===== config.mk =====
export PLATFORM = sky130hd
export DESIGN_NAME = gdps_fmt
export DESIGN_NICKNAME = d
export VERILOG_FILES = /design/src/gdps_pkg.sv /design/src/gdps_fmt.sv
export SDC_FILE = /design/constraint.sdc
export NUM_CORES = 1
export LEC_CHECK = 0
export BUFFER_PORTS_ARGS = -buffer_cell sky130_fd_sc_hd__buf_2
export CAP_MARGIN = 20
export CORE_AREA = 2 2 39 41
export DETAILED_ROUTE_END_ITERATION = 6
export DIE_AREA = 0 0 41 43
export PLACE_DENSITY = 0.59
export SLEW_MARGIN = 20
export SYNTH_ARGS = -nofsm -noshare
export SYNTH_HDL_FRONTEND = slang
export SYNTH_SLANG_ARGS = --single-unit
export TNS_END_PERCENT = 5

===== constraint.sdc =====
create_clock -name vclk -period 0.83
set_input_delay 0.0415 -clock vclk [all_inputs]
set_output_delay 0.0415 -clock vclk [all_outputs]
set_load 0.03 [all_outputs]

===== src/gdps_pkg.sv =====
// ----------------------------------------------------------------------------
// gdps_pkg: shared types and constants for the glyph page stream renderer
// Field widths, item and command codes, and the nibble spreading function.
// ----------------------------------------------------------------------------
`timescale 1ns / 1ps

package gdps_pkg;

  // Input and output field widths
  localparam int unsigned FONT_ADDR_W = 11;
  localparam int unsigned BYTE_W      = 8;
  localparam int unsigned ADDR_EXT_W  = 12;  // glyph index (8) + page half (1) + row (3)
  localparam int unsigned GIDX_W      = 8;
  localparam int unsigned COL_W       = 4;
  localparam int unsigned STEP_W      = 4;
  localparam int unsigned PAGE_W      = 2;

  // Item codes
  localparam logic OP_LOAD = 1'b0;
  localparam logic OP_DRAW = 1'b1;

  // First printable character code
  localparam logic [BYTE_W-1:0] CODE_BASE = 8'd32;

  // Controller command bytes
  localparam logic [BYTE_W-1:0] CMD_PAGE   = 8'hB0;
  localparam logic [BYTE_W-1:0] CMD_COL_HI = 8'h10;
  localparam logic [BYTE_W-1:0] CMD_COL_LO = 8'h01;

  // Steps within one page: three commands, then eight data bytes
  localparam logic [STEP_W-1:0] STEP_CMD_PAGE = 4'd0;
  localparam logic [STEP_W-1:0] STEP_CMD_HI   = 4'd1;
  localparam logic [STEP_W-1:0] STEP_CMD_LO   = 4'd2;
  localparam logic [STEP_W-1:0] STEP_DATA0    = 4'd3;
  localparam logic [STEP_W-1:0] STEP_LAST     = 4'd10;
  localparam logic [PAGE_W-1:0] PAGE_LAST     = 2'd3;

  // Position and context of the byte being produced
  typedef struct packed {
    logic [PAGE_W-1:0] page;
    logic [STEP_W-1:0] step;
    logic [COL_W-1:0]  col;
    logic              trow;
    logic              glyph_ok;
  } pos_t;

  // Move nibble bit k to byte bit 2k+1
  function automatic logic [BYTE_W-1:0] spread_nibble(input logic [3:0] nib);
    spread_nibble = {nib[3], 1'b0, nib[2], 1'b0, nib[1], 1'b0, nib[0], 1'b0};
  endfunction

endpackage


===== src/gdps_fmt.sv =====
// ----------------------------------------------------------------------------
// gdps_fmt: byte formatter
// Builds the command or pixel byte for the current page and step.
// ----------------------------------------------------------------------------
`timescale 1ns / 1ps

module gdps_fmt (
  input  gdps_pkg::pos_t              pos,
  input  logic [gdps_pkg::BYTE_W-1:0] rdata,
  output logic                        is_data,
  output logic [gdps_pkg::BYTE_W-1:0] byte_val
);

  logic [3:0]                  nib;
  logic [gdps_pkg::BYTE_W-1:0] pix;

  // Pick the nibble for this page, blank for codes outside the font
  assign nib = pos.page[0] ? rdata[7:4] : rdata[3:0];
  assign pix = pos.glyph_ok ? gdps_pkg::spread_nibble(nib) : '0;

  // Select positioning command or pixel byte
  always_comb begin
    is_data = 1'b0;
    unique case (pos.step)
      gdps_pkg::STEP_CMD_PAGE: byte_val = gdps_pkg::CMD_PAGE | {5'b0, pos.trow, pos.page};
      gdps_pkg::STEP_CMD_HI:   byte_val = gdps_pkg::CMD_COL_HI | {5'b0, pos.col[3:1]};
      gdps_pkg::STEP_CMD_LO:   byte_val = gdps_pkg::CMD_COL_LO | {4'b0, pos.col[0], 3'b0};
      default: begin
        is_data  = 1'b1;
        byte_val = pix;
      end
    endcase
  end

endmodule


==> results of run 1 <==
## power by group
group | internal [mW] | switching (mW) | leakage, nW
registers | 0 | 0 | 0
clock network | 0 | 0 | 0
logic | 0.144 | 0.135 | 0.251
## cells in the final DEF, fill, tap and decap left out, drive strengths merged
cell type	synthesis	routed
a211oi	1	1
o32ai	3	3
buf	3	34
o21bai	1	1
mux2i	6	6
nor4b	1	1
inv	3	3
a32o	1	1
or3	1	1
conb	1	1
nor2	1	1
mux2	1	1
## per-stage QoR
step                      cell area [sq um]  hold slack (ps)  std cells  util (%)
final                                   475              410         70      34.4
after global routing                    475              420         70      34.4
after CTS                               460              414         69      33.3
after detailed placement                397              459         69      28.7
after global placement                  397              457         69      28.7
after floorplan                         236              239         24         -
## timing repair
item / 4_1_cts / 5_1_grt
hold buffers: 0 / 0
setup endpoints to repair: 7 / 7
pin swaps: 6 / 3
gates resized for setup: 17 / 3
endpoints found under the hold margin: 0 / 0
buffers inserted: 0 / 1
## metal layers
| layer | part of all wire [%] | up-vias |
|---|---|---|
| met2 | 52 | 17 |
| li1 | - | 148 |
| met3 | 11 | 0 |
| met4 | 0 | 0 |
| met1 | 37 | 127 |
| met5 | 0 | - |
## worst paths after layout
path	to	slack (ps)	cells after the start
worst max-delay path	byte_val[3]	-150	6
worst min-delay path	byte_val[3]	410	3
## kinds of logic (layout without fill, tap and decap cells)
group,count (synthesis),count (layout)
compound gates,6,6
mux,7,7
simple gates,3,3
other cells,1,1
buf+inv,7,37
## synthesized netlist by cell type (all sizes together)
master / instances
mux2i: 6
buf: 3
inv: 3
o32ai: 3
a211oi: 1
a32o: 1
clkbuf: 1
conb: 1
mux2: 1
nor2: 1
nor4b: 1
o21bai: 1
or3: 1
## cell type report
| type | instances | area (sq um) | area share (%) |
|---|---|---|---|
| repair buffers | 34 | 245 | 51.6 |
| inverters | 3 | 11.3 | 2.37 |
| multi-input cells | 17 | 199 | 41.8 |
| well taps | 16 | 20.0 | 4.21 |
==> results.md, run 1 <==
- Worst slack, placed: -275 ps
- I/O pin count: 29
- Critical path type: in2out
- Site row count: 14
- CP most frequent cell: buf_6
- Static Leak: roughly 0.25 nW
- Fin nets: 76
- Worst setup EP type: output port
- Diode count: 0
- Worst Setup Start Kind: input port
- Busiest grt layer: met2
- Average size of a mapped cell: roughly 8.2 sq um
- Mux share of post-synthesis cell area: ~36%
- Port Buffer Count: 28
- Die height: about 43 um
- Seq cells: 0
- Synth Area in Compound Gates: between 30 and 40%
- First-pass GRT wire length: between 1000 and 1500 um
- Die area: 1760 sq um
- Fin. max-slew vios: 0
- Tot GR Track Use: between 7 and 8%
- Layout cells sized above 1: a little under nine tenths
- CP Buf/Inv Count: 4
- Failing checks: negative setup slack
- VDD IR max: 187 uV
- Drt drc: 0
- Pin count of the biggest net entering global routing: 7
- Post-Synth XOR/XNOR Area: 0%
- Crit path time final: slightly below 1000 ps
- Largest family of logic cells by synthesized area: multiplexers
- CP max stage delay: about 250 ps
- Area contributors post-synth: mux2i_1, o32ai_1, a211oi_4
- Die width: around 41 um
- Setup TNS: -606 ps
- Post-DP HPWL: 600 um
- Status: finished with violations
- Clock buffer cells: 0
- Final Cycle Share: 118%
- Final setup violation count: 6
- CP arrival: 940 ps
- Crit path max-delay family: compound AO/OA/AOI/OAI gates
- Placeable core area: 1380 sq um
- Maxcap violations: 0
- HP Class: in2out
- Unrepaired setup endpoints after global routing: true
- Total Power: 280 uW
- Seq/Total Area, Yosys: 0%
- Vias: ~300
- Setup WS post-layout: -148 ps
- Final hold violation count: 0
- Yosys top cell by area: mux2i_1
- Crit Path Max Fanout: 3
- Share of the synthesized area in the top cell type: a little over 30%
- Simple-gate share of the synthesized area: under 10%
- Starting Density: about 14%
- Adder-Cell Fraction of Synth Area: 0%
- Routed length per instance: between 10 and 15 um
- Pre-antenna DRT Iters: 1
- Vias per cell: 4.17
- Overflow after GRT: 0
- YS warnings: 0
- Met3 usage: 0%
- Cell Chain, Critical Path: buf_8 > buf_6 > a211oi_4 > inv_2 > a32o_2 > buf_6
- Met2 Use GR: a little over an eighth
- Post-synth cell types: 16
- Fillers: 154
- DR iter-0 viols: 0
- GPL Wtd Cong: approximately 0.64
- CP max-delay cell: a211oi_4
- Vias in the first global route: ~260
- DRT Wirelength: slightly above 700 um
- CP required: 790 ps
- HP Start: pos[2]
- P&R area growth vs syn: 141%
- Mapped cell area: just under 200 sq um
- Max Fclk: between 1 and 1.5 GHz
- Sequential Area: 0 sq um
- Initial antenna violation count: 0
- Worst setup path startpoint: pos[9]
- Pwr Density: slightly below 600 nW/um^2
- Cells after Synth: 24
- GR Layer Usage met1: 10.5%
- Post-route ant nets: 0
- Post-Syn Nets: 44
Note: power is estimated with default switching activity, not from simulation.
==> inputs of run 2 (changes only) <==
--- a/config.mk
+++ b/config.mk
@@ -11,6 +11,7 @@
 export DETAILED_ROUTE_END_ITERATION = 6
 export DIE_AREA = 0 0 41 43
 export PLACE_DENSITY = 0.59
+export SKIP_LAST_GASP = 1
 export SLEW_MARGIN = 20
 export SYNTH_ARGS = -nofsm -noshare
 export SYNTH_HDL_FRONTEND = slang
==> run 2 against run 1 <==
Effect of this change: the flow still finishes with violations (negative setup slack); non-clock buffer count unchanged; total power decreased by 2.8%; setup slack improved by 7.7 ps; combinational power decreased by 3%; fmax increased by 0.80%; via count decreased by 0.34%; critical path type unchanged; largest cell class unchanged; highest routed layer unchanged.
==> results.md, run 2 (synthesis results as in run 1) <==
- Starting Density: 14.3% (unchanged)
- Crit path max-delay family: compound AO/OA/AOI/OAI gates
- Site row count: 14 (unchanged)
- Diode count: 0 (unchanged)
- Post-DP HPWL: 600 um (unchanged)
- Vias in the first global route: 256 (-3.0%)
- Critical path type: in2out
- P&R area growth vs syn: 132%
- HP Class: in2out
- Cell Chain, Critical Path: buf_8 > buf_6 > a211oi_4 > inv_2 > a32o_2 > buf_6
- Most frequent cells in the layout: buf_2, buf_4, mux2i_1
- DR iter-0 viols: 0 (unchanged)
- Pin count of the biggest net entering global routing: 7 (unchanged)
- Design area: 459 sq um (-3.4%)
- Drt drc: 0 (unchanged)
- DRT Wirelength: 694 um (-2.1%)
- Crit path time final: 971 ps (-7.73 ps)
- Final setup violation count: 7 (+1)
- Layout cells sized above 1: 83.3% (-1.9 points)
- Unrepaired setup endpoints after global routing: true
- Die width: 41 um (unchanged)
- Static Leak: 0.251 nW (about the same)
- CP arrival: 930 ps (about the same)
- Setup WS post-layout: -141 ps (+7.73 ps)
- VDD IR max: 176 uV (-5.9%)
- Layout Utilization: 33.2% (-1.2 points)
- Placeable core area: 1380 sq um (unchanged)
- CP max-delay cell: a211oi_4
- Vias: 291 (-0.34%)
- Worst setup EP type: output port
- Total Power: 272 uW (-2.8%)
- Max Fclk: 1.03 GHz (+0.80%)
- Status: finished with violations
- Port Buffer Count: 28 (unchanged)
- Most common cell after layout, fill and taps aside: buf_2
- Worst Setup Start Kind: input port
- Routed length per instance: 9.91 um (-2.1%)
- Pwr Density: 593 nW/um^2 (+0.69%)
- Die area: 1760 sq um (unchanged)
- Post-route ant nets: 0 (unchanged)
- Seq cells: 0 (unchanged)
- CP required: 790 ps (about the same)
- Final Cycle Share: 117% (-0.93 points)
- Initial antenna violation count: 0 (unchanged)
- CP Buf/Inv Count: 4 (unchanged)
- Die height: 43 um (unchanged)
- Crit Path Max Fanout: 3 (unchanged)
- Pre-antenna DRT Iters: 1 (unchanged)
- I/O pin count: 29 (unchanged)
- CP max stage delay: 250 ps (about the same)
- Sequential Area: 0 sq um (unchanged)
- Final hold violation count: 0 (unchanged)
- CP most frequent cell: buf_6
- Maxcap violations: 0 (unchanged)
- GPL Wtd Cong: 0.641 (unchanged)
- Fin. max-slew vios: 0 (unchanged)
- Area after DPL: 397 sq um (unchanged)
- Overflow after GRT: 0 (unchanged)
- Failing checks: negative setup slack
- Clock buffer cells: 0 (unchanged)
- Fin nets: 76 (unchanged)
- Vias per cell: 4.16 (-0.34%)
- Tot GR Track Use: 7.00% (-0.50 points)
- First-pass GRT wire length: 938 um (-6.9%)
- Fin Hold WS: 408 ps (-1.81 ps)
-- run 2: layout make-up --
class	instances	area (sq um)
timing repair buffer	34	229
multi-input combinational	17	199
fill	152	925
tap	16	20.0
inverter	3	11.3
-- run 2: metrics by stage --
stage | TNS (ps) | setup slack (ps) | cells
global route | -1060 | -178 | 70
finish | -821 | -141 | 70
detailed placement | -1670 | -275 | 69
floorplan | -505 | -149 | 24
CTS | -1030 | -174 | 69
global placement | -1580 | -258 | 69
-- run 2: worst paths after layout --
check	from	end	slack (ps)	cells after the start
hold / removal	pos[2]	byte_val[3]	410	3
setup / recovery	pos[9]	byte_val[3]	-140	6
-- run 2: metal layers --
layer	track usage (%)	wire length [um]
met3	0	82
met5	0	0
met1	8.89	254
met2	13.1	356
met4	0	0
-- run 2: timing repair --
action,in CTS,in global routing
endpoints found under the hold margin,0,0
gates resized for setup,7,12
cloned,0,0
hold buffers,0,0
buffers inserted,0,1
endpoints found under the setup margin,7,7
pin swaps,2,2
-- run 2: where the power goes --
part           switching [mW]  total (mW)  internal [mW]
Clock                       0           0              0
Sequential                  0           0              0
Combinational           0.134       0.272          0.138
Total                   0.134       0.272          0.138
