--- src/gdps_pkg.sv ---
// ----------------------------------------------------------------------------
// gdps_pkg: shared types and constants for the glyph page stream renderer
// Field widths, item and command codes, and the nibble spreading function.
// ----------------------------------------------------------------------------
`timescale 1ns / 1ps

package gdps_pkg;

  // Input and output field widths
  localparam int unsigned FONT_ADDR_W = 11;
  localparam int unsigned BYTE_W      = 8;
  localparam int unsigned ADDR_EXT_W  = 12;  // glyph index (8) + page half (1) + row (3)
  localparam int unsigned GIDX_W      = 8;
  localparam int unsigned COL_W       = 4;
  localparam int unsigned STEP_W      = 4;
  localparam int unsigned PAGE_W      = 2;

  // Item codes
  localparam logic OP_LOAD = 1'b0;
  localparam logic OP_DRAW = 1'b1;

  // First printable character code
  localparam logic [BYTE_W-1:0] CODE_BASE = 8'd32;

  // Controller command bytes
  localparam logic [BYTE_W-1:0] CMD_PAGE   = 8'hB0;
  localparam logic [BYTE_W-1:0] CMD_COL_HI = 8'h10;
  localparam logic [BYTE_W-1:0] CMD_COL_LO = 8'h01;

  // Steps within one page: three commands, then eight data bytes
  localparam logic [STEP_W-1:0] STEP_CMD_PAGE = 4'd0;
  localparam logic [STEP_W-1:0] STEP_CMD_HI   = 4'd1;
  localparam logic [STEP_W-1:0] STEP_CMD_LO   = 4'd2;
  localparam logic [STEP_W-1:0] STEP_DATA0    = 4'd3;
  localparam logic [STEP_W-1:0] STEP_LAST     = 4'd10;
  localparam logic [PAGE_W-1:0] PAGE_LAST     = 2'd3;

  // Position and context of the byte being produced
  typedef struct packed {
    logic [PAGE_W-1:0] page;
    logic [STEP_W-1:0] step;
    logic [COL_W-1:0]  col;
    logic              trow;
    logic              glyph_ok;
  } pos_t;

  // Move nibble bit k to byte bit 2k+1
  function automatic logic [BYTE_W-1:0] spread_nibble(input logic [3:0] nib);
    spread_nibble = {nib[3], 1'b0, nib[2], 1'b0, nib[1], 1'b0, nib[0], 1'b0};
  endfunction

endpackage

--- src/gdps_if.sv ---
// ----------------------------------------------------------------------------
// gdps_in_if / gdps_out_if: valid-ready channels of the renderer
// Item channel (loads and draws) and byte channel toward the controller.
// ----------------------------------------------------------------------------
`timescale 1ns / 1ps

interface gdps_in_if;
  logic                                valid;
  logic                                ready;
  logic                                op;
  logic [gdps_pkg::FONT_ADDR_W-1:0]    font_addr;
  logic [gdps_pkg::BYTE_W-1:0]         font_byte;
  logic [gdps_pkg::BYTE_W-1:0]         char_code;

  modport source (output valid, op, font_addr, font_byte, char_code, input ready);
  modport sink   (input valid, op, font_addr, font_byte, char_code, output ready);
endinterface

interface gdps_out_if;
  logic                        valid;
  logic                        ready;
  logic                        is_data;
  logic [gdps_pkg::BYTE_W-1:0] out_byte;
  logic                        last;

  modport source (output valid, is_data, out_byte, last, input ready);
  modport sink   (input valid, is_data, out_byte, last, output ready);
endinterface

--- src/gdps_seq.sv ---
// ----------------------------------------------------------------------------
// gdps_seq: draw sequencer
// Walks four pages of eleven steps, drives glyph reads and the output register.
// ----------------------------------------------------------------------------
`timescale 1ns / 1ps

module gdps_seq #(
  parameter int unsigned GLYPH_COUNT   = 96,
  parameter int unsigned CHARS_PER_ROW = 16,
  parameter int unsigned TEXT_ROWS     = 2
) (
  input  logic                                    clk,
  input  logic                                    rst_n,
  gdps_in_if.sink                                 in_ch,
  gdps_out_if.source                              out_ch,
  output logic                                    ram_we,
  output logic [$clog2(GLYPH_COUNT*16)-1:0]       ram_waddr,
  output logic [gdps_pkg::BYTE_W-1:0]             ram_wdata,
  output logic [$clog2(GLYPH_COUNT*16)-1:0]       ram_raddr,
  output gdps_pkg::pos_t                          pos,
  input  logic                                    fmt_is_data,
  input  logic [gdps_pkg::BYTE_W-1:0]             fmt_byte
);

  localparam int unsigned AW = $clog2(GLYPH_COUNT * 16);

  typedef enum logic {S_IDLE, S_DRAW} state_t;

  state_t                          state_r, state_nxt;
  logic [gdps_pkg::PAGE_W-1:0]     page_r, page_nxt;
  logic [gdps_pkg::STEP_W-1:0]     step_r, step_nxt;
  logic [gdps_pkg::COL_W-1:0]      col_r, col_nxt;
  logic                            trow_r, trow_nxt;
  logic [gdps_pkg::GIDX_W-1:0]     gidx_r, gidx_nxt;
  logic                            gok_r, gok_nxt;
  logic                            ov_r, ov_nxt;
  logic                            od_r, od_nxt;
  logic [gdps_pkg::BYTE_W-1:0]     ob_r, ob_nxt;
  logic                            ol_r, ol_nxt;

  logic                            in_xfer;
  logic                            load;
  logic                            at_end;
  logic [gdps_pkg::GIDX_W-1:0]     in_gidx;
  logic                            in_gok;
  logic [gdps_pkg::STEP_W-1:0]     row_off;
  logic [gdps_pkg::ADDR_EXT_W-1:0] raddr_ext;
  logic [gdps_pkg::ADDR_EXT_W-1:0] waddr_ext;

  assign in_ch.ready = (state_r == S_IDLE);
  assign in_xfer     = in_ch.valid && in_ch.ready;
  assign load        = (state_r == S_DRAW) && (!ov_r || out_ch.ready);
  assign at_end      = (page_r == gdps_pkg::PAGE_LAST) && (step_r == gdps_pkg::STEP_LAST);

  // Glyph index and range check of the drawn character
  assign in_gidx = in_ch.char_code - gdps_pkg::CODE_BASE;
  assign in_gok  = (in_ch.char_code >= gdps_pkg::CODE_BASE)
                && ({1'b0, in_gidx} < 9'(GLYPH_COUNT));

  // Glyph memory write on a load transfer within range
  assign waddr_ext = {1'b0, in_ch.font_addr};
  assign ram_we    = in_xfer && (in_ch.op == gdps_pkg::OP_LOAD)
                  && (waddr_ext < gdps_pkg::ADDR_EXT_W'(GLYPH_COUNT * 16));
  assign ram_waddr = waddr_ext[AW-1:0];
  assign ram_wdata = in_ch.font_byte;

  // Read ahead from the next position so data matches the step it is used in
  assign row_off   = step_nxt - gdps_pkg::STEP_DATA0;
  assign raddr_ext = {gidx_nxt, page_nxt[1], row_off[2:0]};
  assign ram_raddr = raddr_ext[AW-1:0];

  assign pos = '{page: page_r, step: step_r, col: col_r, trow: trow_r, glyph_ok: gok_r};

  assign out_ch.valid    = ov_r;
  assign out_ch.is_data  = od_r;
  assign out_ch.out_byte = ob_r;
  assign out_ch.last     = ol_r;

  // Next state: start a draw, then load one byte per free output slot
  always_comb begin
    state_nxt = state_r;
    page_nxt  = page_r;
    step_nxt  = step_r;
    col_nxt   = col_r;
    trow_nxt  = trow_r;
    gidx_nxt  = gidx_r;
    gok_nxt   = gok_r;
    ov_nxt    = ov_r && !out_ch.ready;
    od_nxt    = od_r;
    ob_nxt    = ob_r;
    ol_nxt    = ol_r;
    unique case (state_r)
      S_IDLE: begin
        if (in_xfer && (in_ch.op == gdps_pkg::OP_DRAW)) begin
          state_nxt = S_DRAW;
          page_nxt  = '0;
          step_nxt  = gdps_pkg::STEP_CMD_PAGE;
          gidx_nxt  = in_gidx;
          gok_nxt   = in_gok;
        end
      end
      S_DRAW: begin
        if (load) begin
          ov_nxt = 1'b1;
          od_nxt = fmt_is_data;
          ob_nxt = fmt_byte;
          ol_nxt = at_end;
          if (at_end) begin
            state_nxt = S_IDLE;
            // Advance the text slot, wrap after the last row
            if (col_r == gdps_pkg::COL_W'(CHARS_PER_ROW - 1)) begin
              col_nxt  = '0;
              trow_nxt = (trow_r == 1'(TEXT_ROWS - 1)) ? 1'b0 : !trow_r;
            end else begin
              col_nxt = col_r + 1'b1;
            end
          end else if (step_r == gdps_pkg::STEP_LAST) begin
            step_nxt = gdps_pkg::STEP_CMD_PAGE;
            page_nxt = page_r + 1'b1;
          end else begin
            step_nxt = step_r + 1'b1;
          end
        end
      end
      default: state_nxt = S_IDLE;
    endcase
  end

  // State, slot and output register
  always_ff @(posedge clk) begin
    if (!rst_n) begin
      state_r <= S_IDLE;
      col_r   <= '0;
      trow_r  <= 1'b0;
      ov_r    <= 1'b0;
    end else begin
      state_r <= state_nxt;
      col_r   <= col_nxt;
      trow_r  <= trow_nxt;
      ov_r    <= ov_nxt;
    end
    page_r <= page_nxt;
    step_r <= step_nxt;
    gidx_r <= gidx_nxt;
    gok_r  <= gok_nxt;
    od_r   <= od_nxt;
    ob_r   <= ob_nxt;
    ol_r   <= ol_nxt;
  end

endmodule

--- src/flat_wrapper.sv ---
// flat-port wrapper written by rule: the top's interface ports become plain ports
module gdps_seq_flat 
#(
  parameter int unsigned GLYPH_COUNT   = 96,
  parameter int unsigned CHARS_PER_ROW = 16,
  parameter int unsigned TEXT_ROWS     = 2
)
  (clk, rst_n, ram_we, ram_waddr, ram_wdata, ram_raddr, pos, fmt_is_data, fmt_byte, in_ch_valid, in_ch_op, in_ch_font_addr, in_ch_font_byte, in_ch_char_code, in_ch_ready, out_ch_valid, out_ch_is_data, out_ch_out_byte, out_ch_last, out_ch_ready);
  gdps_in_if in_ch_i ();
  gdps_out_if out_ch_i ();
  input  logic clk;
  input  logic rst_n;
  output logic ram_we;
  output logic [$clog2(GLYPH_COUNT*16)-1:0] ram_waddr;
  output logic [gdps_pkg::BYTE_W-1:0] ram_wdata;
  output logic [$clog2(GLYPH_COUNT*16)-1:0] ram_raddr;
  output gdps_pkg::pos_t pos;
  input  logic fmt_is_data;
  input  logic [gdps_pkg::BYTE_W-1:0] fmt_byte;
  input wire logic [$bits(in_ch_i.valid)-1:0] in_ch_valid;
  input wire logic [$bits(in_ch_i.op)-1:0] in_ch_op;
  input wire logic [$bits(in_ch_i.font_addr)-1:0] in_ch_font_addr;
  input wire logic [$bits(in_ch_i.font_byte)-1:0] in_ch_font_byte;
  input wire logic [$bits(in_ch_i.char_code)-1:0] in_ch_char_code;
  output wire logic [$bits(in_ch_i.ready)-1:0] in_ch_ready;
  output wire logic [$bits(out_ch_i.valid)-1:0] out_ch_valid;
  output wire logic [$bits(out_ch_i.is_data)-1:0] out_ch_is_data;
  output wire logic [$bits(out_ch_i.out_byte)-1:0] out_ch_out_byte;
  output wire logic [$bits(out_ch_i.last)-1:0] out_ch_last;
  input wire logic [$bits(out_ch_i.ready)-1:0] out_ch_ready;
  assign in_ch_i.valid = in_ch_valid;
  assign in_ch_i.op = in_ch_op;
  assign in_ch_i.font_addr = in_ch_font_addr;
  assign in_ch_i.font_byte = in_ch_font_byte;
  assign in_ch_i.char_code = in_ch_char_code;
  assign in_ch_ready = in_ch_i.ready;
  assign out_ch_valid = out_ch_i.valid;
  assign out_ch_is_data = out_ch_i.is_data;
  assign out_ch_out_byte = out_ch_i.out_byte;
  assign out_ch_last = out_ch_i.last;
  assign out_ch_i.ready = out_ch_ready;
  gdps_seq #(.GLYPH_COUNT(GLYPH_COUNT), .CHARS_PER_ROW(CHARS_PER_ROW), .TEXT_ROWS(TEXT_ROWS)) u_core (.clk(clk), .rst_n(rst_n), .in_ch(in_ch_i), .out_ch(out_ch_i), .ram_we(ram_we), .ram_waddr(ram_waddr), .ram_wdata(ram_wdata), .ram_raddr(ram_raddr), .pos(pos), .fmt_is_data(fmt_is_data), .fmt_byte(fmt_byte));
endmodule
--- config.mk ---
export PLATFORM = sky130hd
export DESIGN_NAME = gdps_seq_flat
export DESIGN_NICKNAME = d
export VERILOG_FILES = /design/src/gdps_pkg.sv /design/src/gdps_if.sv /design/src/gdps_seq.sv /design/src/flat_wrapper.sv
export SDC_FILE = /design/constraint.sdc
export NUM_CORES = 1
export LEC_CHECK = 0
export ABC_CLOCK_PERIOD_IN_PS = 1600
export BUFFER_PORTS_ARGS = -buffer_cell sky130_fd_sc_hd__buf_2
export CAP_MARGIN = 0
export CORE_ASPECT_RATIO = 0.6
export CORE_MARGIN = 2
export CORE_UTILIZATION = 38
export DETAILED_ROUTE_END_ITERATION = 10
export PLACE_DENSITY = 0.76
export SYNTH_ARGS = -nofsm -noshare
export SYNTH_HDL_FRONTEND = slang
export SYNTH_SLANG_ARGS = --single-unit
--- constraint.sdc ---
create_clock -name clk -period 1.6 [get_ports clk]
set_clock_uncertainty 0.1 [all_clocks]
set_input_delay 0.16 -clock clk [delete_from_list [all_inputs] [get_ports clk]]
set_output_delay 0.16 -clock clk [all_outputs]
set_load 0.1 [all_outputs]
==> out/qor.txt <==
Outcome - finished with violations
Violated checks - setup timing
Final antenna-violating net count - 0
Top post-synthesis cells by area - edfxtp_1, dfxtp_1, buf_4
P_sw - 1.56 mW
Top-Level Pins - 96
Root buffer cell - clkbuf_8
Cells along the critical path - clkinvlp_4, nor3b_2, o21ai_1, a31oi_2, ha_4, xnor2_4, buf_12
Core Area - 0.00370 mm^2
Ys async rst share - 0%
Critical Path RT - 1.34 ns
Final hold vios - 0
Netlist cell types - 34
Clock Sinks - 31
Syn Nets - 193
Share of layout cells above drive strength 1 - 57.5%
Max-slew headroom - 67.5%
Crit path capture type - primary output
Total design power - 3.40 mW
Pre-CTS setup slack - -0.305 ns
TritonCTS Buffers - 5
Final wirelength - 4080 um
Clock power frac - 17.0%
Post-synth top area share - 26.3%
Most common cell after layout, fill and taps aside - buf_2
Initial antenna violation count - 0
Critical-path top delay cell - dfxtp_4
Via-per-instance ratio - 4.85
Die ar. - 0.00444 mm^2
Util after Layout - 67.1%
RSZ-0062 raised after global routing - true
Register share of total power - 28.9%
Max clock buf depth - 2
Worst endpoint data arrival time - 1.95 ns
Slowest stage delay, CP - 0.37 ns
Number of core rows - 17
Combinational power share - 54.1%
Max cap viols - 0
Post-Syn Area - 0.00149 mm^2
First-pass GRT wire length - 5850 um
Seq/Total Area, Yosys - 50.5%
Tcrit/Tclk final - 138%
Worst slew pin tran - 0.490 ns
Gpl congestion - 0.822
Die Height - 52.4 um
CTS tree - done
Critical-path maximum fanout - 4
# diodes - 0
Clock Latency Late Sink - 0.27 ns
DRC viols - 0
Syn Inst Count - 147
Peak supply drop - 1.93 mV
Area growth, synth to finish - 67.1%
Total Routing Usage GR - 17.1%
Type of the most critical hold path - in -> reg
Switching Share - 46.1%
Fin. max-slew vios - 0
Max frequency - 0.452 GHz
Final nets - 273
Post-DR wirelength/cell - 14.8 um
CTS H-tree depth - 2
Vias in the first global route - 1284
Synthesized flop and latch total - 31
Detailed Route Iter0 Violations - 49
Syn Area/Cell - 10.1 um^2
Post-synth EDFFs - 13
Number of port buffers - 61
Yosys warning total - 0
Largest area contributor in the netlist - edfxtp_1
Via Count - 1335
GRT overflow - 0
Final WS setup - -0.615 ns
DP HPWL - 2810 um
Die width - 84.7 um
Final setup viols - 18
Largest net degree at the start of global routing - 11
Initial Util - 40.2%
Internal power - 1.83 mW
Power per Cell Area - 1370 mW/mm^2
Hold Slack - 0.0448 ns
Period minus WS final - 2.21 ns
Static leakage - 1.16 nW
Worst setup path class - reg -> out
Startpoint Class - flop
Clock slew at reported path FFs - 0.06 ns
Top FF cell, synth - dfxtp_1
Most frequent cells in the layout - buf_2, buf_4, nand2_1
Setup TNS - -3.30 ns
DRT Pass-1 Iters - 4
==> routing by layer <==
metal,vias to the layer above,share of wire [%],track usage (%)
met4,0,2.0,6.88
met1,629,41,20.4
li1,651,-,-
met2,43,50,29.3
met5,-,0,0
met3,12,7.0,5.20
==> final timing paths <==
path | slack [ns] | cells after the start | to | startpoint
hold / removal | 0.04 | 3 | u_core.gidx_r[2] | in_ch_char_code[2]
hold reg to reg | 0.38 | 2 | u_core.trow_r | u_core.trow_r
setup reg to reg | -0.14 | 7 | u_core.trow_r | u_core.step_r[0]
setup / recovery | -0.61 | 7 | ram_raddr[2] | u_core.state_r
==> sequential cells by signal, summed over array words and instances (netlist names) <==
name,cells
u_core.out_ch.valid,1
u_core.col_r,4
u_core.step_r,4
u_core.out_ch.is_data,1
u_core.gok_r,1
u_core.out_ch.out_byte,8
u_core.trow_r,1
u_core.page_r,2
u_core.state_r,1
u_core.gidx_r,7
u_core.out_ch.last,1
==> power groups by stage <==
stage	combinational, mW	clock (mW)	sequential, mW
5_1_grt	1.90	0.634	0.991
2_1_floorplan	1.06	0	1.31
4_1_cts	1.75	0.597	0.972
3_3_place_gp	1.70	0	0.986
3_5_place_dp	1.71	0	0.988
6_report	1.84	0.576	0.982
==> cells in the mapped netlist, drive strengths merged, types with 2 or more instances <==
master / n
a21oi: 5
a22oi: 2
a31oi: 3
and2: 2
buf: 23
clkbuf: 2
dfxtp: 18
edfxtp: 13
ha: 5
inv: 7
mux2i: 5
nand2: 24
nand2b: 5
nand3: 2
nand4: 2
nor2: 4
nor2b: 2
o21ai: 8
==> kinds of logic after synthesis <==
kind of cell,share of synthesized area (%)
AND/OR/NAND/NOR,17.3
buffers and inverters,13.9
flip-flops,50.5
AO/OA/AOI/OAI,9.51
multiplexers,3.37
adder cells (fa/ha/maj),4.21
XOR/XNOR,1.18
==> worst max-delay path, delay by kind of cell (launching register included) <==
family / cells / cell delay, ns
flops: 1 / 0.37
buf+inv: 2 / 0.29
xor+xnor: 1 / 0.12
compound gates: 2 / 0.48
fa+ha+maj: 1 / 0.21
simple gates: 1 / 0.20
==> what timing repair did <==
item,4_1_cts,5_1_grt
resized for setup,12,18
buffers inserted,4,4
setup endpoints to repair,15,19
hold buffers,9,0
pin swaps,8,6
endpoints found under the hold margin,9,0
==> per-stage QoR <==
step	cell area (um^2)	cells
after global routing	2480	275
after CTS	2370	271
after global placement	2140	252
after detailed placement	2140	252
final	2480	275
after floorplan	1620	147
==> layout make-up <==
cell class / instances / area [um^2]
Tap cell: 47 / 58.8
Clock inverter: 1 / 5.00
Fill cell: 260 / 1220
Inverter: 7 / 30.0
Multi-Input combinational cell: 84 / 712
Clock buffer: 7 / 76.3
Timing Repair Buffer: 98 / 837
Sequential cell: 31 / 764
Note: power is estimated with default switching activity, not from simulation.
